File: config.mk
export PLATFORM = sky130hd
export DESIGN_NAME = dmma_ram
export DESIGN_NICKNAME = d
export VERILOG_FILES = /design/src/sv/dmma_ram.sv
export SDC_FILE = /design/constraint.sdc
export NUM_CORES = 1
export LEC_CHECK = 0
export ABC_AREA = 0
export BUFFER_PORTS_ARGS = -buffer_cell sky130_fd_sc_hd__buf_2
export CORE_MARGIN = 2
export CORE_UTILIZATION = 56
export CTS_CLUSTER_DIAMETER = 100
export DETAILED_ROUTE_END_ITERATION = 8
export GPL_ROUTABILITY_DRIVEN = 0
export HOLD_SLACK_MARGIN = 0.08
export MAX_ROUTING_LAYER = met4
export PLACE_DENSITY = 0.79
export SLEW_MARGIN = 20
export SYNTH_ARGS = -nofsm -noshare
export SYNTH_HDL_FRONTEND = slang
export SYNTH_SLANG_ARGS = --single-unit
File: constraint.sdc
create_clock -name clk_i -period 2.5 [get_ports clk_i]
set_clock_uncertainty 0.05 [all_clocks]
set_input_delay 0.5 -clock clk_i [delete_from_list [all_inputs] [get_ports clk_i]]
set_output_delay 0.5 -clock clk_i [all_outputs]
set_load 0.1 [all_outputs]
File: src/sv/dmma_ram.sv
// Generic single-write, single-read synchronous RAM with registered read data.
module dmma_ram #(
  parameter int DEPTH = 64,
  parameter int WIDTH = 16
) (
  input  logic                     clk_i,
  input  logic                     we_i,
  input  logic [$clog2(DEPTH)-1:0] waddr_i,
  input  logic [WIDTH-1:0]         wdata_i,
  input  logic [$clog2(DEPTH)-1:0] raddr_i,
  output logic [WIDTH-1:0]         rdata_o
);

  logic [WIDTH-1:0] mem [DEPTH];
  logic [WIDTH-1:0] rdata_q;

  always_ff @(posedge clk_i) begin
    if (we_i) begin
      mem[waddr_i] <= wdata_i;
    end
  end

  always_ff @(posedge clk_i) begin
    rdata_q <= mem[raddr_i];
  end

  assign rdata_o = rdata_q;

endmodule

Yosys cells after proc, flatten, opt, wreduce, memory -nomap -nowiden
Memory sizes are Yosys's and may differ from the RTL's. A register that Yosys moved wholly into a read port is not among the register bits.
Index checks and enable logic that the tools add are counted.
- multiplexer cells: 2
- operators by type and width (kind ; number):
    $mux W1 ; 2
- input port bits: 30
- register bits: 0
- output and inout bits: 16
- memories kept: 1
- bits in writable memories: 1024
- word-level logic and storage cells: 3
- memory list (name ; depth ; bits a word ; rd ports ; clocked after memory_dff ; write ports ; line ; source):
    mem ; 64 ; 16 ; 1 ; 1 ; 1 ; 14 ; logic [WIDTH-1:0] mem [DEPTH];

Logic depth before layout (Yosys ltp)
- depth after elaboration: 2
- mapped depth: 10
- gate-level depth less buffers: 5

Least setup slack after synthesis
No wires, ideal clock.
- path type: in2reg
- start point: input waddr_i[3]
- end point: memory mem[48][0] (enable)
- data required time: 2.041 ns
- stages on the path: 4
- buffers on the path: 1
- data arrival time: 2.126 ns
- library setup time: 0.409 ns
- setup slack: -0.085 ns
- path through: clkbuf_1 -> nor2b_1 -> nand4b_1 -> nor3_1
- RTL lines (item ; line ; source):
    start: declaration ; 8 ; input logic [$clog2(DEPTH)-1:0] waddr_i,
    end: declaration ; 14 ;
Straight into the memory's write port.

Worst setup path in the final report
- start point: register rdata_q[2] (netlist: rdata_o[2]), read port of mem
- end point: output rdata_o[2]
- RTL lines (item ; line ; source):
    start: declaration ; 15 ; logic [WIDTH-1:0] rdata_q;
    end: declaration ; 11 ; output logic [WIDTH-1:0] rdata_o
No word-level cell between the ends.

==> results.md <==
* Outcome: finished, final reports clean
* Int Power at approximately 29000 µW
* First-pass iteration count of the detailed router at 6
* LEAKAGE at 0.0150 µW
* Final Hold Viols at 0
* Met3 wire length at roughly 9 mm
* Mapped Area at approximately 40000 µm²
* Die Height at approximately 270 µm
* CP arrival at about 1.6 ns
* Total grt overflow at 0
* CTS buffer count at 98
* Asr flop ratio synth at 0
* Via density at 6.44
* VDD IR max at roughly 700 µV
* Worst endpoint required time at between 1.5 and 2 ns
* RSZ-0062 raised after global routing: false
* Min Clock Period, post-route at 2.13 ns
* Layout cells sized above 1 at 0.308
* Mean Syn Cell Area at between 20 and 25 µm²
* Nets at between 2000 and 2500
* Worst skew pair latency at 0.67 ns
* Synth cell types at 43
* Setup-failing EPs final at 0
* Starting Density at 0.563
* Worst Path Class, Setup: flip-flop to output pin
* Number of top-level pins at 46
* Core area at roughly 71000 µm²
* Synthesis-stage register bit count at 1040
* Synth warn at 0
* Worst path cell trace: buf_2
* Setup tns final at 0 ns
* First-pass GRT wire length at 138 mm
* DRT iter0 DRCs at around 2600
* CTS tree: built
* Synth Flop Type: edfxtp_1
* PostCTS Resize Cnt at 0
* HPWL Detailed at around 58 mm
* Wl on met1 at 34.3 mm
* Port buffer count at 45
* CP max FO at 1
* Combinational power share at 0.061
* Sink Count at between 1000 and 1500
* CP endpoint kind: output pin
* Synth Net Count at 1859
* Max stage delay cell, worst path: buf_2
* Post-synthesis sequential area ratio at 0.776
* Fmax at roughly 470 MHz
* Power per Cell Area at 787 nW/µm²
* Bufs and invs on worst path at 1
* Top routing layer used: met4
* Met2 WL at approximately 48 mm
* Area delta synth->final at 15.6%
* Relative slew slack at 0.360
* Seq pwr share at 0.531
* Vias in the first global route at around 21000
* Std-Cell Rows at between 90 and 100
* CP delay by family, top: buffers and inverters
* ANT nets after route at 0
* Gate Count Post-Synth at between 1500 and 2000
* Worst min path class: input pin to flip-flop
* CTS Hold Bufs at 2
* Power Total at ~36000 µW
* Clock Power Share at 0.408
* Final Util at 0.651
* Root Driver: clkbuf_16
* Total Wirelength at 95.1 mm
* R2R Setup Slk at 0.49 ns
* Worst setup SP type: flip-flop
* Switching part of the total at 0.213
* DR vias at 20200
* Largest net degree at the start of global routing at 65
* Fin crit share at 0.851
* Die width at 271 µm
* # H-tree levels at 3
* Initial antenna violation count at 13
* Max-cap violations at 0
* Final non-filler cell total at 3142
* Clk slew on worst S/H paths at roughly 0.06 ns
* Filler instances at around 4400
* Psw at just under 8000 µW
* Die area at 73700 µm²
* Final Max Slew Viols at 0
* Routed len/inst at ~30 µm
* Post-Place Cells at 2944
* Postcts setup bufs at 0
* GRT Total Usage at 0.268
* Maximum clock insertion buffer count at 3
* Slew @ Worst Pin at around 0.96 ns
* Worst stage delay on the critical path at ~0.48 ns
* # DRC at 0
* Number of synthesized flops with an enable pin at ~1000
==> cell type report <==
class | count | area (µm²) | area share
flip-flops and latches | 1040 | 31100 | 0.671
multi-input cells | 685 | 8250 | 0.178
clock buffers | 120 | 2650 | 0.0573
repair buffers | 271 | 2530 | 0.0546
well taps | 950 | 1190 | 0.0257
clock inverters | 64 | 576 | 0.0124
diodes | 12 | 30.0 | 0.000649
==> Yosys cell counts (2+ instances only) <==
cell,number,share of area
nor2b_1,30,0.0047
nand4_1,12,0.0019
o21ai_1,3,0.00037
nand2_1,59,0.0055
nor2_2,2,0.00031
a221o_1,6,0.0015
o21ai_0,5,0.00062
buf_8,3,0.0011
buf_4,13,0.0024
nor4_2,3,0.00094
buf_6,17,0.0048
and4_1,5,0.0011
mux4_1,4,0.0026
nand3_1,24,0.0030
a41oi_1,5,0.0011
mux2_2,27,0.0076
a221oi_1,16,0.0035
clkbuf_2,2,0.00025
buf_1,3,0.00028
a21oi_1,17,0.0021
a31oi_1,8,0.0012
a311oi_1,8,0.0017
a211o_1,8,0.0017
mux4_2,220,0.12
a211oi_1,8,0.0015
a22oi_1,39,0.0073
clkbuf_1,24,0.0022
nor2_1,72,0.0067
edfxtp_1,1024,0.77
nor3_1,2,0.00025
buf_12,5,0.0025
a22o_1,6,0.0013
mux2i_1,85,0.021
buf_2,36,0.0045
dfxtp_1,16,0.0080
nand2b_1,3,0.00047
nand3b_1,2,0.00037
and2_1,2,0.00031
==> final timing paths <==
check,start,cells after the start,endpoint
max,rdata_o[2]$_DFF_P_,1,rdata_o[2]
min,wdata_i[5],1,mem[30][5]$_DFFE_PP_
max reg2reg,mem[11][15]$_DFFE_PP_,6,rdata_o[15]$_DFF_P_
min reg2reg,mem[36][2]$_DFFE_PP_,4,rdata_o[2]$_DFF_P_
==> placed cells by master, fill, tap and decap left out, types with 4 or more instances in the layout <==
cell type	n
buf_2	42
a221o_1	6
mux4_1	4
nand2_1	59
a31oi_1	8
buf_4	178
nor2b_1	30
o21ai_0	5
a211oi_1	8
clkinvlp_4	8
clkinv_1	21
bufinv_16	10
clkbuf_16	103
mux2_2	27
mux2i_1	85
nand4_1	12
a21oi_1	17
a22o_1	6
and4_1	5
dfxtp_1	16
nand3_1	24
a221oi_1	16
edfxtp_1	1024
a311oi_1	8
a211o_1	8
nor2_1	72
mux4_2	220
buf_12	46
diode_2	12
clkinv_2	22
a22oi_1	39
a41oi_1	5
clkbuf_1	16
==> logic make-up (layout without fill, tap and decap cells) <==
group | after synthesis | after routing | synth area share
other | 0 | 12 | 0
DFF | 1040 | 1040 | 0.776
and+or+nand+nor | 220 | 220 | 0.0265
muxes | 336 | 336 | 0.155
AOI/OAI and AO/OA | 129 | 129 | 0.0241
buffers and inverters | 104 | 455 | 0.0183
==> power by group through the flow <==
stage	Combinational, µW	Sequential (µW)	Clock [µW]
after detailed placement	2200	19700	0
final	2230	19400	14900
after floorplan	1000	20000	0
after global placement	2130	19700	0
after global routing	2320	19400	15600
after CTS	2220	19400	15000
==> flip-flops by register name, indices dropped and copies added, names as in the netlist <==
name and flops:
mem 1024, rdata_o 16
==> metal layers <==
layer | vias up | global-route usage
met5 | - | -
met4 | 0 | 0.109
met3 | 199 | 0.0472
met2 | 1218 | 0.432
met1 | 10600 | 0.343
li1 | 8232 | -
==> through the flow <==
stage	hold slack, ns	instance area [µm²]	worst slack (ns)
finish	0.214	46300	0.371
global placement	0.677	43000	-0.171
CTS	0.188	46300	0.373
global route	0.217	46300	0.354
floorplan	0.549	40100	-0.00780
detailed placement	0.680	43000	-0.250
(Power assumes the default switching activity.)
