$ cat config.mk
export PLATFORM = sky130hd
export DESIGN_NAME = dmma_seq
export DESIGN_NICKNAME = d
export VERILOG_FILES = /design/src/sv/dmma_pkg.sv /design/src/sv/dmma_seq.sv
export SDC_FILE = /design/constraint.sdc
export NUM_CORES = 1
export LEC_CHECK = 0
export ABC_AREA = 1
export BUFFER_PORTS_ARGS = -buffer_cell sky130_fd_sc_hd__buf_2
export CORE_MARGIN = 4
export CORE_UTILIZATION = 41
export CTS_CLUSTER_DIAMETER = 100
export DETAILED_ROUTE_END_ITERATION = 8
export GPL_ROUTABILITY_DRIVEN = 0
export PLACE_DENSITY = 0.65
export SLEW_MARGIN = 30
export SYNTH_ARGS = -nofsm -noshare
export SYNTH_HDL_FRONTEND = slang
export SYNTH_SLANG_ARGS = --single-unit
$ cat constraint.sdc
create_clock -name clk_i -period 3.1 [get_ports clk_i]
set_clock_uncertainty 0.1 [all_clocks]
set_input_delay 0.155 -clock clk_i [delete_from_list [all_inputs] [get_ports clk_i]]
set_output_delay 0.155 -clock clk_i [all_outputs]
set_load 0.01 [all_outputs]
$ cat src/sv/dmma_pkg.sv
// Shared constants, codes and types for the dense matrix multiply-accumulate block.
package dmma_pkg;

  localparam int ROWS_I    = 8;
  localparam int COLS_J    = 8;
  localparam int INNER_K   = 8;

  localparam int IDX_W     = 3;                   // row / col / k index width
  localparam int DATA_W    = 16;                  // Q8.8 element width
  localparam int ADDR_W    = 2 * IDX_W;           // store address = {row, col}
  localparam int MEM_DEPTH = 1 << ADDR_W;
  localparam int CFG_IDX_W = 1;

  localparam int PROD_W    = 2 * DATA_W;
  localparam int DOT_W     = PROD_W + $clog2(INNER_K);
  localparam int AB_W      = DATA_W + DOT_W;
  localparam int BC_W      = 2 * DATA_W;
  localparam int ACC_W     = AB_W + 1;
  localparam int C_SHIFT   = 8;                   // beta*C lines up with 24 frac bits
  localparam int OUT_SHIFT = 16;                  // back to Q8.8

  localparam int OUT_MAX   = 32767;
  localparam int OUT_MIN   = -32768;

  localparam logic signed [DATA_W-1:0] ALPHA_RST = 16'sd256;
  localparam logic signed [DATA_W-1:0] BETA_RST  = 16'sd0;

  typedef enum logic [1:0] {
    CMD_LOAD_A = 2'd0,
    CMD_LOAD_B = 2'd1,
    CMD_LOAD_C = 2'd2,
    CMD_RUN    = 2'd3
  } dmma_cmd_e;

  typedef enum logic [CFG_IDX_W-1:0] {
    CFG_ALPHA = 1'b0,
    CFG_BETA  = 1'b1
  } dmma_cfg_e;

  typedef enum logic {
    ST_IDLE,
    ST_RUN
  } dmma_state_e;

  typedef struct packed {
    logic [1:0]              command;
    logic [IDX_W-1:0]        row;
    logic [IDX_W-1:0]        col;
    logic signed [DATA_W-1:0] value;
  } dmma_in_t;

  typedef struct packed {
    logic [IDX_W-1:0]        out_row;
    logic [IDX_W-1:0]        out_col;
    logic signed [DATA_W-1:0] out_value;
    logic                    last;
  } dmma_out_t;

  // Tag that travels with each MAC step down the pipe.
  typedef struct packed {
    logic             first;     // k == 0: start a new dot product
    logic             last_k;    // k == INNER_K-1: dot product complete
    logic             last_el;   // final element of the run
    logic [IDX_W-1:0] row;
    logic [IDX_W-1:0] col;
  } dmma_tag_t;

  typedef struct packed {
    logic             valid;
    logic [IDX_W-1:0] k;
    dmma_tag_t        tag;
  } dmma_issue_t;

endpackage

$ cat src/sv/dmma_seq.sv
// Run sequencer: walks i, j, k and issues one MAC step per cycle.
module dmma_seq (
  input  logic                  clk_i,
  input  logic                  rst_ni,
  input  logic                  start_i,
  output logic                  busy_o,
  output dmma_pkg::dmma_issue_t issue_o
);

  localparam logic [dmma_pkg::IDX_W-1:0] K_LAST = dmma_pkg::IDX_W'(dmma_pkg::INNER_K - 1);
  localparam logic [dmma_pkg::IDX_W-1:0] J_LAST = dmma_pkg::IDX_W'(dmma_pkg::COLS_J - 1);
  localparam logic [dmma_pkg::IDX_W-1:0] I_LAST = dmma_pkg::IDX_W'(dmma_pkg::ROWS_I - 1);

  dmma_pkg::dmma_state_e state_q, state_d;
  logic [dmma_pkg::IDX_W-1:0] i_q, i_d, j_q, j_d, k_q, k_d;
  logic last_k, last_j, last_i;

  always_ff @(posedge clk_i or negedge rst_ni) begin
    if (!rst_ni) begin
      state_q <= dmma_pkg::ST_IDLE;
      i_q     <= '0;
      j_q     <= '0;
      k_q     <= '0;
    end else begin
      state_q <= state_d;
      i_q     <= i_d;
      j_q     <= j_d;
      k_q     <= k_d;
    end
  end

  assign last_k = (k_q == K_LAST);
  assign last_j = (j_q == J_LAST);
  assign last_i = (i_q == I_LAST);

  always_comb begin
    state_d = state_q;
    i_d     = i_q;
    j_d     = j_q;
    k_d     = k_q;
    unique case (state_q)
      dmma_pkg::ST_IDLE: begin
        if (start_i) begin
          state_d = dmma_pkg::ST_RUN;
          i_d     = '0;
          j_d     = '0;
          k_d     = '0;
        end
      end
      dmma_pkg::ST_RUN: begin
        // counters all wrap to zero on the final step
        k_d = last_k ? '0 : k_q + 1'b1;
        if (last_k) begin
          j_d = last_j ? '0 : j_q + 1'b1;
          if (last_j) begin
            i_d = last_i ? '0 : i_q + 1'b1;
            if (last_i) begin
              state_d = dmma_pkg::ST_IDLE;
            end
          end
        end
      end
      default: state_d = dmma_pkg::ST_IDLE;
    endcase
  end

  assign busy_o              = (state_q == dmma_pkg::ST_RUN);
  assign issue_o.valid       = busy_o;
  assign issue_o.k           = k_q;
  assign issue_o.tag.first   = (k_q == '0);
  assign issue_o.tag.last_k  = last_k;
  assign issue_o.tag.last_el = last_i && last_j;
  assign issue_o.tag.row     = i_q;
  assign issue_o.tag.col     = j_q;

endmodule

**Word level (Yosys, flattened, before mapping)**

Index checks and enable logic that the tools add are counted.

- Register bits: 10
- Latch bits: 0
- RAM bits: 0
- ROM bits: 0
- Input bits: 3
- Output and inout bits: 14
- Word-level logic and storage cells: 33
- Memories: 0

- Add/sub/neg operators: 3
- $mul: 0
- Div/mod/pow operators: 0
- $lt $le $gt $ge: 0
- Eq/ne operators: 6
- Shift-type cells: 0
- Mux-type cells: 15
- Bitwise logic cells: 1
- Reductions and logical operators: 4

Operator list:

| kind | number |
|---|---|
| 2-to-1 mux 3 bit | 7 |
| case mux 3 bit (2 select lines) | 3 |
| adder 3 x 1 -> 3 bit, second input constant | 3 |
| == test 3 bit, second input constant | 3 |
| 2-to-1 mux 1 bit | 4 |
| inequality test 2 x 1 -> 1 bit, second input constant | 2 |
| logical NOT 3 bit | 1 |
| AND reduction 3 bit | 1 |
| inequality test 2 bit, second input constant | 1 |
| case mux 1 bit (2 select lines) | 1 |
| AND reduction 2 bit | 1 |
| logical AND 1 bit | 1 |
| inverter 1 bit | 1 |

**Depth between registers and ports, before layout**

- Word-level depth: 5
- Mapped depth: 7
- Depth with buffers taken out: 7

**Least setup slack after synthesis**

OpenSTA, ideal clock, no wires.

- Kind: reg2reg
- From: register k_q[0] in the netlist's numbering
- To: register k_q[2] in the netlist's numbering
- Setup time: 0.121 ns
- Data arrival time: 1.138 ns
- Required time: 2.879 ns
- Slack: 1.741 ns
- Stages on the path, launching flop included: 4
- Buffers on the path: 0
- Clock period less this slack: 1.359 ns
- Cell sequence: dfrtp_1 ha_1 ha_1 a22o_2

- Longest elaborated chain between the ends: 3
- Elaborated cells between the ends (all ways): 4
- Those cells by class: add/sub (1); eq/ne (1); mux (2)

Ends and longest elaborated chain:

| item | RTL line | text |
|---|---|---|
| from (decl) | dmma_seq.sv:15 | `logic [dmma_pkg::IDX_W-1:0] i_q, i_d, j_q, j_d, k_q, k_d;` |
| from (signal assigned) | dmma_seq.sv:28 | `k_q <= k_d;` |
| adder 3 x 1 -> 3 bit or == test 3 bit (tied branches) | dmma_seq.sv:52, dmma_seq.sv:32 |  |
| 2-to-1 mux 3 bit (*) | dmma_seq.sv:52 | `k_d = last_k ? '0 : k_q + 1'b1;` |
| case mux 3 bit (2 select lines) (*) | dmma_seq.sv:41 | `unique case (state_q)` |

Mark *: on every way between the ends. The rest lies on a longest branch, timed or not.
A chain may end at the register's enable or synchronous reset.

==> results.cfg <==
[power_and_ir_drop]
leakagePower_nw = 0.4340
p_per_area_mw_per_mm2 = 850.6
p_total_w = 0.0005907
irDropWorstVdd_uv = 436.3

[synth]
synth_cells = 64
synthTopCellsByArea = dfrtp_1 (42%), ha_1 (17%), nand2_1 (11%), inv_1 (5.1%), nand2_4 (3.8%)
synth_seq_area_share = 0.4246
synth_top_area_frac = 0.4246
synth-seq-cells = 10
synth.avg_cell_area_um2 = 9.208
synth_fp_nets = 75
yosys.area.top_type = dfrtp_1
netlist_area_um2 = 589.3
synth_cell_types = 16
synth-warning-count = 0

[layout]
drive_above_1_share = 0.3333
finalCoreUtilization = 0.5206
area_growth_pct = 17.83
final_cell_mix = nand2_1 (18), buf_2 (16), dfrtp_1 (10)
final_nets = 94
mostFrequentLayoutCell = nand2_1
postLayoutCellArea_um2 = 694.4
diodes = 0

[worst_setup_path]
cp-startpoint = j_q[0]
reg2reg_slack_ns = 1.69
critPathBufInv = 2
crit_family = adder cells
slowest_delay_ns = 0.41
path_max_fanout = 4
rr_worst_depth = 6
cp_slowest_cell = dfrtp_1
rr_startpoint = k_q[0]
cp_cell_sequence = ha_1, ha_1, nand2_1, inv_1, buf_2
cp.required_ns = 2.84
arrival_ns = 1.32
r2r_end = j_q[2]
cp-end-kind = primary output
cp-start-kind = register
path_class = reg2out
path_common_cell = ha_1

[clock_network]
cts_made_buffers = 3
cts-root-buf = clkbuf_4
ctsResizeCount = 0
insertion_delay_ns = 0.26
clkTransAtPathRegs_ns = 0.06
cts_setup_buffers = 0
htree_levels = 1
cts_tree = built
numClockSinks = 10
cts_buffer_depth = 2

[global_routing]
gr-usage-all-layers = 0.1259
grt.overflow.total = 0
grt_pass1_vias = 441
grt_max_degree = 11
grt_antenna_before_repair = 0
grt_pass1_wl_mm = 1.821

[die]
start_util = 0.4418
row_count = 13
die-area_mm2 = 0.002108
die_w_um = 45.91
fp.dieH_um = 45.91
core_area_mm2 = 0.001334
num_io_pins = 17

[detailed_routing]
via_per_inst = 5.000
dr.pass1.iters = 4
post-route-drc-count = 0
num_vias = 480
first_iter_violations = 6
antenna_left = 0
drt-total-wl_mm = 1.102
wl_per_cell_um = 11.48

[timing]
fin_setup_tns_ns = 0
drv_slew = 0
rsz0062_at_grt = no
slew_headroom = 0.7525
hold_viol_final = 0
finalSetupViolations = 0
fin_crit_ns = 1.576
tightest_slew_ns = 0.3713
min_period_over_period = 0.5084
max_freq_mhz = 634.6

[run_status]
status = complete, no violations

[worst_hold_path]
whs_endpoint = j_q[1]
min_path_type = in2reg
hold_depth = 4
min_from = start_i

[placement]
dpl_cell_area_um2 = 661.9
dpl.hpwl_um = 866.7
portBuffers = 16

[run]
maxCapViolations = 0
[sequential cells by signal, indices dropped and copies added (netlist names)]
| signal | flops |
|---|---|
| j_q | 3 |
| i_q | 3 |
| busy_o | 1 |
| k_q | 3 |
[cell families (layout without fill, tap and decap cells)]
family / after synthesis / after routing / synth area share
flops: 10 / 10 / 0.4246
fa+ha+maj: 8 / 8 / 0.1699
buf+inv: 12 / 29 / 0.1019
simple gates: 28 / 28 / 0.2208
compound gates: 6 / 6 / 0.08279
[area by class of cell]
type                    instances  area [µm²]
repair buffers                 17       90.09
flip-flops and latches         10       250.2
well taps                      15       18.77
clock buffers                   3       22.52
multi-input cells              42       279.0
fillers                       134       639.4
inverters                       9       33.78
[worst min-delay path, stage by stage]
cell     delay [ns]
buf_2          0.11
nand2_4        0.07
nand3_1        0.07
nand2_1        0.04
[where the power goes]
| group | switching [W] | leakage [nW] | internal (W) |
|---|---|---|---|
| combinational | 0.000141 | 0.298 | 0.000132 |
| sequential | 0.0000493 | 0.122 | 0.000183 |
| clock | 0.0000401 | 0.0138 | 0.0000446 |
| total | 0.000231 | 0.434 | 0.000360 |
[per-stage QoR]
stage,hold slack [ns],worst slack (ns),std cells
finish,0.1365,1.524,96
floorplan,-0.2406,1.741,64
CTS,0.1278,1.501,96
global route,0.1487,1.452,96
detailed placement,-0.06999,1.695,92
global placement,-0.07102,1.756,92
[cells in the mapped netlist]
| cell | n |
|---|---|
| inv_1 | 8 |
| a21oi_1 | 1 |
| nor2_1 | 2 |
| ha_1 | 8 |
| a22o_2 | 2 |
| nand2_2 | 2 |
| dfrtp_1 | 10 |
| nor3_1 | 1 |
| nand2_4 | 2 |
| o21ai_2 | 1 |
| nand3_1 | 3 |
| buf_6 | 1 |
| o31ai_1 | 2 |
| nand2_1 | 18 |
| inv_2 | 1 |
| buf_4 | 2 |
[worst max-delay path by stage]
stage | end | slack (ns) | cells after the start
3_5_place_dp | busy_o | 1.70 | 5
3_3_place_gp | j_q[1] | 1.76 | 6
5_1_grt | issue_o[6] | 1.45 | 5
6_report | issue_o[6] | 1.52 | 5
4_1_cts | issue_o[6] | 1.50 | 5
2_1_floorplan | k_q[2] | 1.74 | 3
[timing repair]
action,in CTS,in global routing
endpoints found under the hold margin,10,0
endpoints found under the setup margin,0,0
hold buffers,1,0
[metal layers]
layer | part of all wire | global-route usage
met4 | 0.0091 | 0.06818
met1 | 0.46 | 0.1551
met3 | 0.078 | 0.06324
met5 | 0 | 0
met2 | 0.45 | 0.1758
No activity file was read; power rests on OpenSTA's default activity.
