## src/sv/dmma_pkg.sv

```systemverilog
// Shared constants, codes and types for the dense matrix multiply-accumulate block.
package dmma_pkg;

  localparam int ROWS_I    = 8;
  localparam int COLS_J    = 8;
  localparam int INNER_K   = 8;

  localparam int IDX_W     = 3;                   // row / col / k index width
  localparam int DATA_W    = 16;                  // Q8.8 element width
  localparam int ADDR_W    = 2 * IDX_W;           // store address = {row, col}
  localparam int MEM_DEPTH = 1 << ADDR_W;
  localparam int CFG_IDX_W = 1;

  localparam int PROD_W    = 2 * DATA_W;
  localparam int DOT_W     = PROD_W + $clog2(INNER_K);
  localparam int AB_W      = DATA_W + DOT_W;
  localparam int BC_W      = 2 * DATA_W;
  localparam int ACC_W     = AB_W + 1;
  localparam int C_SHIFT   = 8;                   // beta*C lines up with 24 frac bits
  localparam int OUT_SHIFT = 16;                  // back to Q8.8

  localparam int OUT_MAX   = 32767;
  localparam int OUT_MIN   = -32768;

  localparam logic signed [DATA_W-1:0] ALPHA_RST = 16'sd256;
  localparam logic signed [DATA_W-1:0] BETA_RST  = 16'sd0;

  typedef enum logic [1:0] {
    CMD_LOAD_A = 2'd0,
    CMD_LOAD_B = 2'd1,
    CMD_LOAD_C = 2'd2,
    CMD_RUN    = 2'd3
  } dmma_cmd_e;

  typedef enum logic [CFG_IDX_W-1:0] {
    CFG_ALPHA = 1'b0,
    CFG_BETA  = 1'b1
  } dmma_cfg_e;

  typedef enum logic {
    ST_IDLE,
    ST_RUN
  } dmma_state_e;

  typedef struct packed {
    logic [1:0]              command;
    logic [IDX_W-1:0]        row;
    logic [IDX_W-1:0]        col;
    logic signed [DATA_W-1:0] value;
  } dmma_in_t;

  typedef struct packed {
    logic [IDX_W-1:0]        out_row;
    logic [IDX_W-1:0]        out_col;
    logic signed [DATA_W-1:0] out_value;
    logic                    last;
  } dmma_out_t;

  // Tag that travels with each MAC step down the pipe.
  typedef struct packed {
    logic             first;     // k == 0: start a new dot product
    logic             last_k;    // k == INNER_K-1: dot product complete
    logic             last_el;   // final element of the run
    logic [IDX_W-1:0] row;
    logic [IDX_W-1:0] col;
  } dmma_tag_t;

  typedef struct packed {
    logic             valid;
    logic [IDX_W-1:0] k;
    dmma_tag_t        tag;
  } dmma_issue_t;

endpackage

```

## src/sv/dmma_mac.sv

```systemverilog
// MAC datapath: product, dot accumulate, alpha/beta scaling, shift and saturate.
module dmma_mac (
  input  logic                                 clk_i,
  input  logic                                 rst_ni,
  input  dmma_pkg::dmma_issue_t                issue_i,
  input  logic signed [dmma_pkg::DATA_W-1:0]   a_rdata_i,
  input  logic signed [dmma_pkg::DATA_W-1:0]   b_rdata_i,
  input  logic signed [dmma_pkg::DATA_W-1:0]   c_rdata_i,
  input  logic signed [dmma_pkg::DATA_W-1:0]   alpha_i,
  input  logic signed [dmma_pkg::DATA_W-1:0]   beta_i,
  output logic                                 busy_o,
  output logic                                 strobe_o,
  output dmma_pkg::dmma_out_t                  result_o
);

  localparam int DATA_W = dmma_pkg::DATA_W;
  localparam int PROD_W = dmma_pkg::PROD_W;
  localparam int DOT_W  = dmma_pkg::DOT_W;
  localparam int AB_W   = dmma_pkg::AB_W;
  localparam int BC_W   = dmma_pkg::BC_W;
  localparam int ACC_W  = dmma_pkg::ACC_W;

  localparam logic signed [ACC_W-1:0] SAT_HI = ACC_W'(dmma_pkg::OUT_MAX);
  localparam logic signed [ACC_W-1:0] SAT_LO = ACC_W'(dmma_pkg::OUT_MIN);

  // S1: memory read data valid
  logic                  v1_q;
  dmma_pkg::dmma_tag_t   tag1_q;
  // S2: product registered
  logic                  v2_q;
  dmma_pkg::dmma_tag_t   tag2_q;
  logic signed [PROD_W-1:0] prod_q;
  logic signed [DATA_W-1:0] c2_q;
  logic signed [DOT_W-1:0]  dot_acc_q;
  logic signed [DOT_W-1:0]  dot_d;
  // S3: finished dot product
  logic                  v3_q;
  dmma_pkg::dmma_tag_t   tag3_q;
  logic signed [DOT_W-1:0]  dot3_q;
  logic signed [DATA_W-1:0] c3_q;
  // S4: scaled terms
  logic                  v4_q;
  dmma_pkg::dmma_tag_t   tag4_q;
  logic signed [AB_W-1:0]   ab_q;
  logic signed [BC_W-1:0]   bc_q;
  // S5: result
  logic                  v5_q;
  dmma_pkg::dmma_out_t   res_q;

  logic signed [ACC_W-1:0] acc;
  logic signed [ACC_W-1:0] sh;
  logic signed [DATA_W-1:0] sat;

  // control: valid bits
  always_ff @(posedge clk_i or negedge rst_ni) begin
    if (!rst_ni) begin
      v1_q <= 1'b0;
      v2_q <= 1'b0;
      v3_q <= 1'b0;
      v4_q <= 1'b0;
      v5_q <= 1'b0;
    end else begin
      v1_q <= issue_i.valid;
      v2_q <= v1_q;
      v3_q <= v2_q && tag2_q.last_k;
      v4_q <= v3_q;
      v5_q <= v4_q;
    end
  end

  assign dot_d = tag2_q.first ? DOT_W'(prod_q) : dot_acc_q + DOT_W'(prod_q);

  assign acc = ACC_W'(ab_q) + (ACC_W'(bc_q) <<< dmma_pkg::C_SHIFT);
  assign sh  = acc >>> dmma_pkg::OUT_SHIFT;

  always_comb begin
    if (sh > SAT_HI) begin
      sat = DATA_W'(dmma_pkg::OUT_MAX);
    end else if (sh < SAT_LO) begin
      sat = DATA_W'(dmma_pkg::OUT_MIN);
    end else begin
      sat = sh[DATA_W-1:0];
    end
  end

  // payload
  always_ff @(posedge clk_i) begin
    tag1_q <= issue_i.tag;

    tag2_q <= tag1_q;
    prod_q <= PROD_W'(a_rdata_i) * PROD_W'(b_rdata_i);
    if (v1_q && tag1_q.first) begin
      c2_q <= c_rdata_i;       // C entry read alongside k == 0
    end

    if (v2_q) begin
      dot_acc_q <= dot_d;
    end
    if (v2_q && tag2_q.last_k) begin
      dot3_q <= dot_d;
      c3_q   <= c2_q;
      tag3_q <= tag2_q;
    end

    tag4_q <= tag3_q;
    ab_q   <= AB_W'(alpha_i) * AB_W'(dot3_q);
    bc_q   <= BC_W'(beta_i) * BC_W'(c3_q);

    res_q.out_row   <= tag4_q.row;
    res_q.out_col   <= tag4_q.col;
    res_q.out_value <= sat;
    res_q.last      <= tag4_q.last_el;
  end

  assign busy_o   = v1_q || v2_q || v3_q || v4_q || v5_q;
  assign strobe_o = v5_q;
  assign result_o = res_q;

endmodule

```

## config.mk

```make
export PLATFORM = sky130hd
export DESIGN_NAME = dmma_mac
export DESIGN_NICKNAME = d
export VERILOG_FILES = /design/src/sv/dmma_pkg.sv /design/src/sv/dmma_mac.sv
export SDC_FILE = /design/constraint.sdc
export NUM_CORES = 2
export LEC_CHECK = 0
export ABC_AREA = 1
export BUFFER_PORTS_ARGS = -buffer_cell sky130_fd_sc_hd__buf_2
export CAP_MARGIN = 25
export CORE_MARGIN = 2
export CORE_UTILIZATION = 66
export CTS_CLUSTER_SIZE = 10
export DETAILED_ROUTE_END_ITERATION = 10
export PLACE_DENSITY = 0.83
export SYNTH_ARGS = -nofsm -noshare
export SYNTH_HDL_FRONTEND = slang
export SYNTH_SLANG_ARGS = --single-unit
export TNS_END_PERCENT = 30
```

## constraint.sdc

```tcl
create_clock -name clk_i -period 7.6 [get_ports clk_i]
set_input_delay 0.38 -clock clk_i [delete_from_list [all_inputs] [get_ports clk_i]]
set_output_delay 0.38 -clock clk_i [all_outputs]
set_load 0.01 [all_outputs]
```

# ---- After elaboration in Yosys (flattened, before gate mapping)
# Index checks and enable logic that the tools add are counted.
# W data, S select, Z words.
dict set report word_totals {
  register_bits 277
  latch_bits 0
  mem_bits_rw 0
  romBits 0
  inputBits 95
  output_inout_bits 25
  elab_cells 47
  memories 0
}
dict set report op_classes {
  n_addsub 2
  multipliers 3
  div 0
  order_cmp 2
  n_eq_ne 0
  shift 0
  n_mux 2
  bitwise 0
  reduce_logical 6
}
# cell n
set ops {}
lappend ops {{$mul A16 B16 Y32} 2}
lappend ops {{$add A51 B40 Y52} 1}
lappend ops {{$mul A16 B35 Y51} 1}
lappend ops {{$gt A36 B16 Y1 const B} 1}
lappend ops {{$lt A36 B16 Y1 const B} 1}
lappend ops {{$add A35 B32 Y35} 1}
lappend ops {{$mux W35} 1}
lappend ops {{$mux W16} 1}
lappend ops {{$logic_or A1 B1 Y1} 4}
lappend ops {{$logic_and A1 B1 Y1} 2}

# ---- Longest topological paths before layout
dict set report depth {
  depth_word 4
  ltp_mapped 30
  mapped_depth_nobuf 27
}

# ---- Worst setup path before layout
# No wires, ideal clock.
dict set report synth_timing {
  kind {input -> register}
  from {input alpha_i[7] (netlist name)}
  to {register ab_q[41]}
  setup_ns 0.123
  t_arrival_ns 5.706
  t_required_ns 7.477
  slack_ns 1.770
  cell_stages 25
  path_buffers 2
  path_cell_list {clkbuf_1 > clkbuf_1 > nand2_1 > fa_1 > inv_1 > fa_1 > inv_1 > fa_1 > inv_1 > fa_1 > fa_1 > inv_1 > fa_1 > inv_1 > ha_1 > nand2_1 > nor2_1 > inv_1 > o21ai_0 > nand2_1 > o211ai_1 > a21oi_1 > o21ai_0 > a21oi_1 > xor2_1}
}
dict set report synth_between {
  elab_chain_cells 1
}
# item line_no
set synth_lines {}
lappend synth_lines {{start: declaration} dmma_mac.sv:9} ;# input logic signed [dmma_pkg::DATA_W-1:0] alpha_i,
lappend synth_lines {{$mul A16 B35 Y51} dmma_mac.sv:106} ;# ab_q <= AB_W'(alpha_i) * AB_W'(dot3_q);
lappend synth_lines {{end signal: assignment} dmma_mac.sv:106}
lappend synth_lines {{end: declaration} dmma_mac.sv:44} ;# logic signed [AB_W-1:0] ab_q;
# No other way between the ends.
# A chain may end at the register's enable or synchronous reset.

# ---- Worst setup path after layout
dict set report layout_timing {
  from {register dot3_q[12]}
  to {register ab_q[41]}
}
dict set report layout_between {
  elab_chain_cells 1
}
# item line_no
set layout_lines {}
lappend layout_lines {{start: declaration} dmma_mac.sv:39} ;# logic signed [DOT_W-1:0] dot3_q;
lappend layout_lines {{start signal: assignment} dmma_mac.sv:100} ;# dot3_q <= dot_d;
lappend layout_lines {{$mul A16 B35 Y51} dmma_mac.sv:106}
# No other way between the ends.

==> out/qor.csv <==
metric,value,unit
CTS sink cnt,269,
crit path launch type,register,
Pins Over Slew Limit,0,
worst hold-check path type,input port to async pin,
Synth Warn #,0,
area delta synth->final,4.88,%
largest net degree at the start of global routing,42,
area of the multi-input gates,38100,um2
detailed router's first-iteration violation count,3147,
filler instances,6233,
Nets,8097,
clock latency on the worst-skew pair,0.57,ns
starting density of the core,0.667,
Die Height,287,um
CP Cell Sequence,"nand2_1, fa_1, inv_1, fa_1, fa_1, fa_1, fa_1, inv_1, fa_1, inv_1, ha_1, nand2_1, nor2_1, inv_1, nor2_1, and3_1, a21oi_1, o21ai_0, a21oi_1, xor2_1",
Crit. End Element,register,
max capacitance violation total,0,
Final WS setup,0.987,ns
dpl hpwl,108000,um
DP Worst Slack,0.790,ns
Die W,287,um
main area contributors after synthesis,"fa_1, inv_1, nand2_1",
"Arr. time, crit path",7.06,ns
drt total wl,133000,um
vias in the first global route,44700,
CP max stage cell,edfxtp_1,
global route overflow,0,
Longest Clk Path Bufs,3,
layout cells sized above 1,0.0402,
Clock Skews,0.0233,ns
"area leader, netlist",fa_1,
worst-margin pin slew,1.07,ns
sequential element share of the synthesized area,0.123,
final hold vios,0,
Mapped Nets,8143,
GP Congestion,0.992,
# setup viols final,0,
CTS tree,built,
CP max stage delay,0.87,ns
remaining routing DRC violations,0,
fmax,151,MHz
first-pass GRT wire length,221000,um
Synth top area share,0.399,
crit-path leading delay family,adder cells,
most common cell type on the critical path,fa_1,
mean area per synthesized cell,7.95,um2
RSZ-0062 raised after global routing,false,
register area,6500,um2
hold_ws,0.154,ns
post-CTS setup buffer count,0,
core box area,79100,um2
H-Tree Depth,2,
clock root buffer,clkbuf_16,
Routed Antenna Nets,0,
worst path bufs/invs,4,
synthesized area,52800,um2
status,"complete, no violations",
final cell count without fillers,7669,
Worst Path Max Fanout,16,
Post-synth EDFFs,109,
placed cells,7578,
Worst EP required,8.04,ns
#FFs+latches synth,269,
row count,103,
Port Buffers,116,
slew margin rel.,0.287,
asr flop ratio synth,0.0186,
crit share post-route,0.870,
die area,82200,um2
Crit Path Category,register to register,
post-layout min period,6.61,ns
Num CTS Buffers,36,
clock-pin slew on the worst setup and hold paths,0.07,ns
initial antenna violation count,2,
WL/cell,17.4,um
"Top FF cell, synth",dfxtp_1,
Pre-Repair DR Iteration Count,6,
IO Pins,120,
Via-to-Cell Ratio,5.41,
routed via count,41500,
GRT Total Usage,0.340,
setup_tns,0,ns
Cell variety after synth,56,
Cells after Synth,6639,
final timing paths:
path / slack (ns) / endpoint / cells past startpoint / start
setup / recovery: 0.99 / ab_q[41]$_DFF_P_ / 20 / dot3_q[12]$_DFFE_PP_
max in group asynchronous: 7.31 / v1_q$_DFF_PN0_ / 2 / rst_ni
setup reg to reg: 0.99 / ab_q[41]$_DFF_P_ / 20 / dot3_q[12]$_DFFE_PP_
hold / removal: 0.15 / strobe_o$_DFF_PN0_ / 2 / rst_ni
hold reg to reg: 0.32 / tag2_q[0]$_DFF_P_ / 0 / tag1_q[0]$_DFF_P_
min in group clk_i: 0.24 / bc_q[0]$_DFF_P_ / 3 / beta_i[0]
sequential cells by signal, indices dropped and copies added, names as in the netlist, 7 cells and up:
register	flops
dot_acc_q	35
result_o	23
tag4_q	7
prod_q	32
ab_q	43
tag2_q	9
bc_q	32
c2_q	16
c3_q	16
tag3_q	7
dot3_q	35
tag1_q	9
placed cells by master, fill, tap and decap left out, types with 9 or more instances in the layout:
master and instances:
ha_1 357, o21ai_0 98, nand4_1 20, or2_2 42
clkbuf_1 11, clkbuf_16 39, buf_2 116, nor2_1 273
dlygate4sd3_1 27, nand3_1 105, o21bai_1 26, xor2_1 87
dfxtp_1 155, nand3b_1 10, nand2_2 9, fa_1 1052
xnor2_1 59, inv_1 1930, edfxtp_1 109, o21a_1 11
a21o_1 16, a31oi_1 30, a21oi_1 217, nor3_1 18
buf_4 18, nand2_1 1684
cell usage after synthesis (59+ instances only):
cell	instances
nand3_1	105
fa_1	1052
edfxtp_1	109
nor2_1	273
o21ai_0	98
nand2_1	1684
dfxtp_1	155
xor2_1	87
xnor2_1	59
a21oi_1	217
ha_1	357
clkbuf_1	234
inv_1	1931
cell families (layout without fill, tap and decap cells):
logic type,after synthesis,in the layout,synth area share
other cells,0,1,0
simple gates,2197,2197,0.166
fa+ha+maj,1409,1409,0.484
flops,269,269,0.123
xor+xnor,147,147,0.0245
buf+inv,2181,2160,0.156
compound gates,436,436,0.0469
repair_timing:
action | CTS | global route
hold endpoints to repair | 31 | 0
hold buffers | 27 | 0
resized for setup | 0 | 0
metrics by stage:
step	util	area, um2
5_1_grt	0.699	55300
3_5_place_dp	0.681	53900
3_3_place_gp	0.681	53900
6_report	0.699	55300
2_1_floorplan	-	52800
4_1_cts	0.699	55300
layout make-up:
cell class / instances / area share
Sequential cell: 269 / 0.117
Clock inverter: 5 / 0.00165
Tap cell: 1050 / 0.0237
Multi-Input combinational cell: 4189 / 0.688
Clock buffer: 58 / 0.0204
Antenna cell: 1 / 0.0000452
Inverter: 1936 / 0.131
Timing Repair Buffer: 161 / 0.0178
metal layers:
layer / up-vias / track usage / share of wire
met4: 2 / 0.147 / 0.046
met3: 473 / 0.0560 / 0.090
li1: 18900 / - / -
met2: 1943 / 0.564 / 0.47
met1: 20100 / 0.445 / 0.39
met5: - / 0 / 0.000083
Power is left out: the tool's default activity adds up to more than one toggle a clock period on the data nets, which glitch-free logic cannot reach.
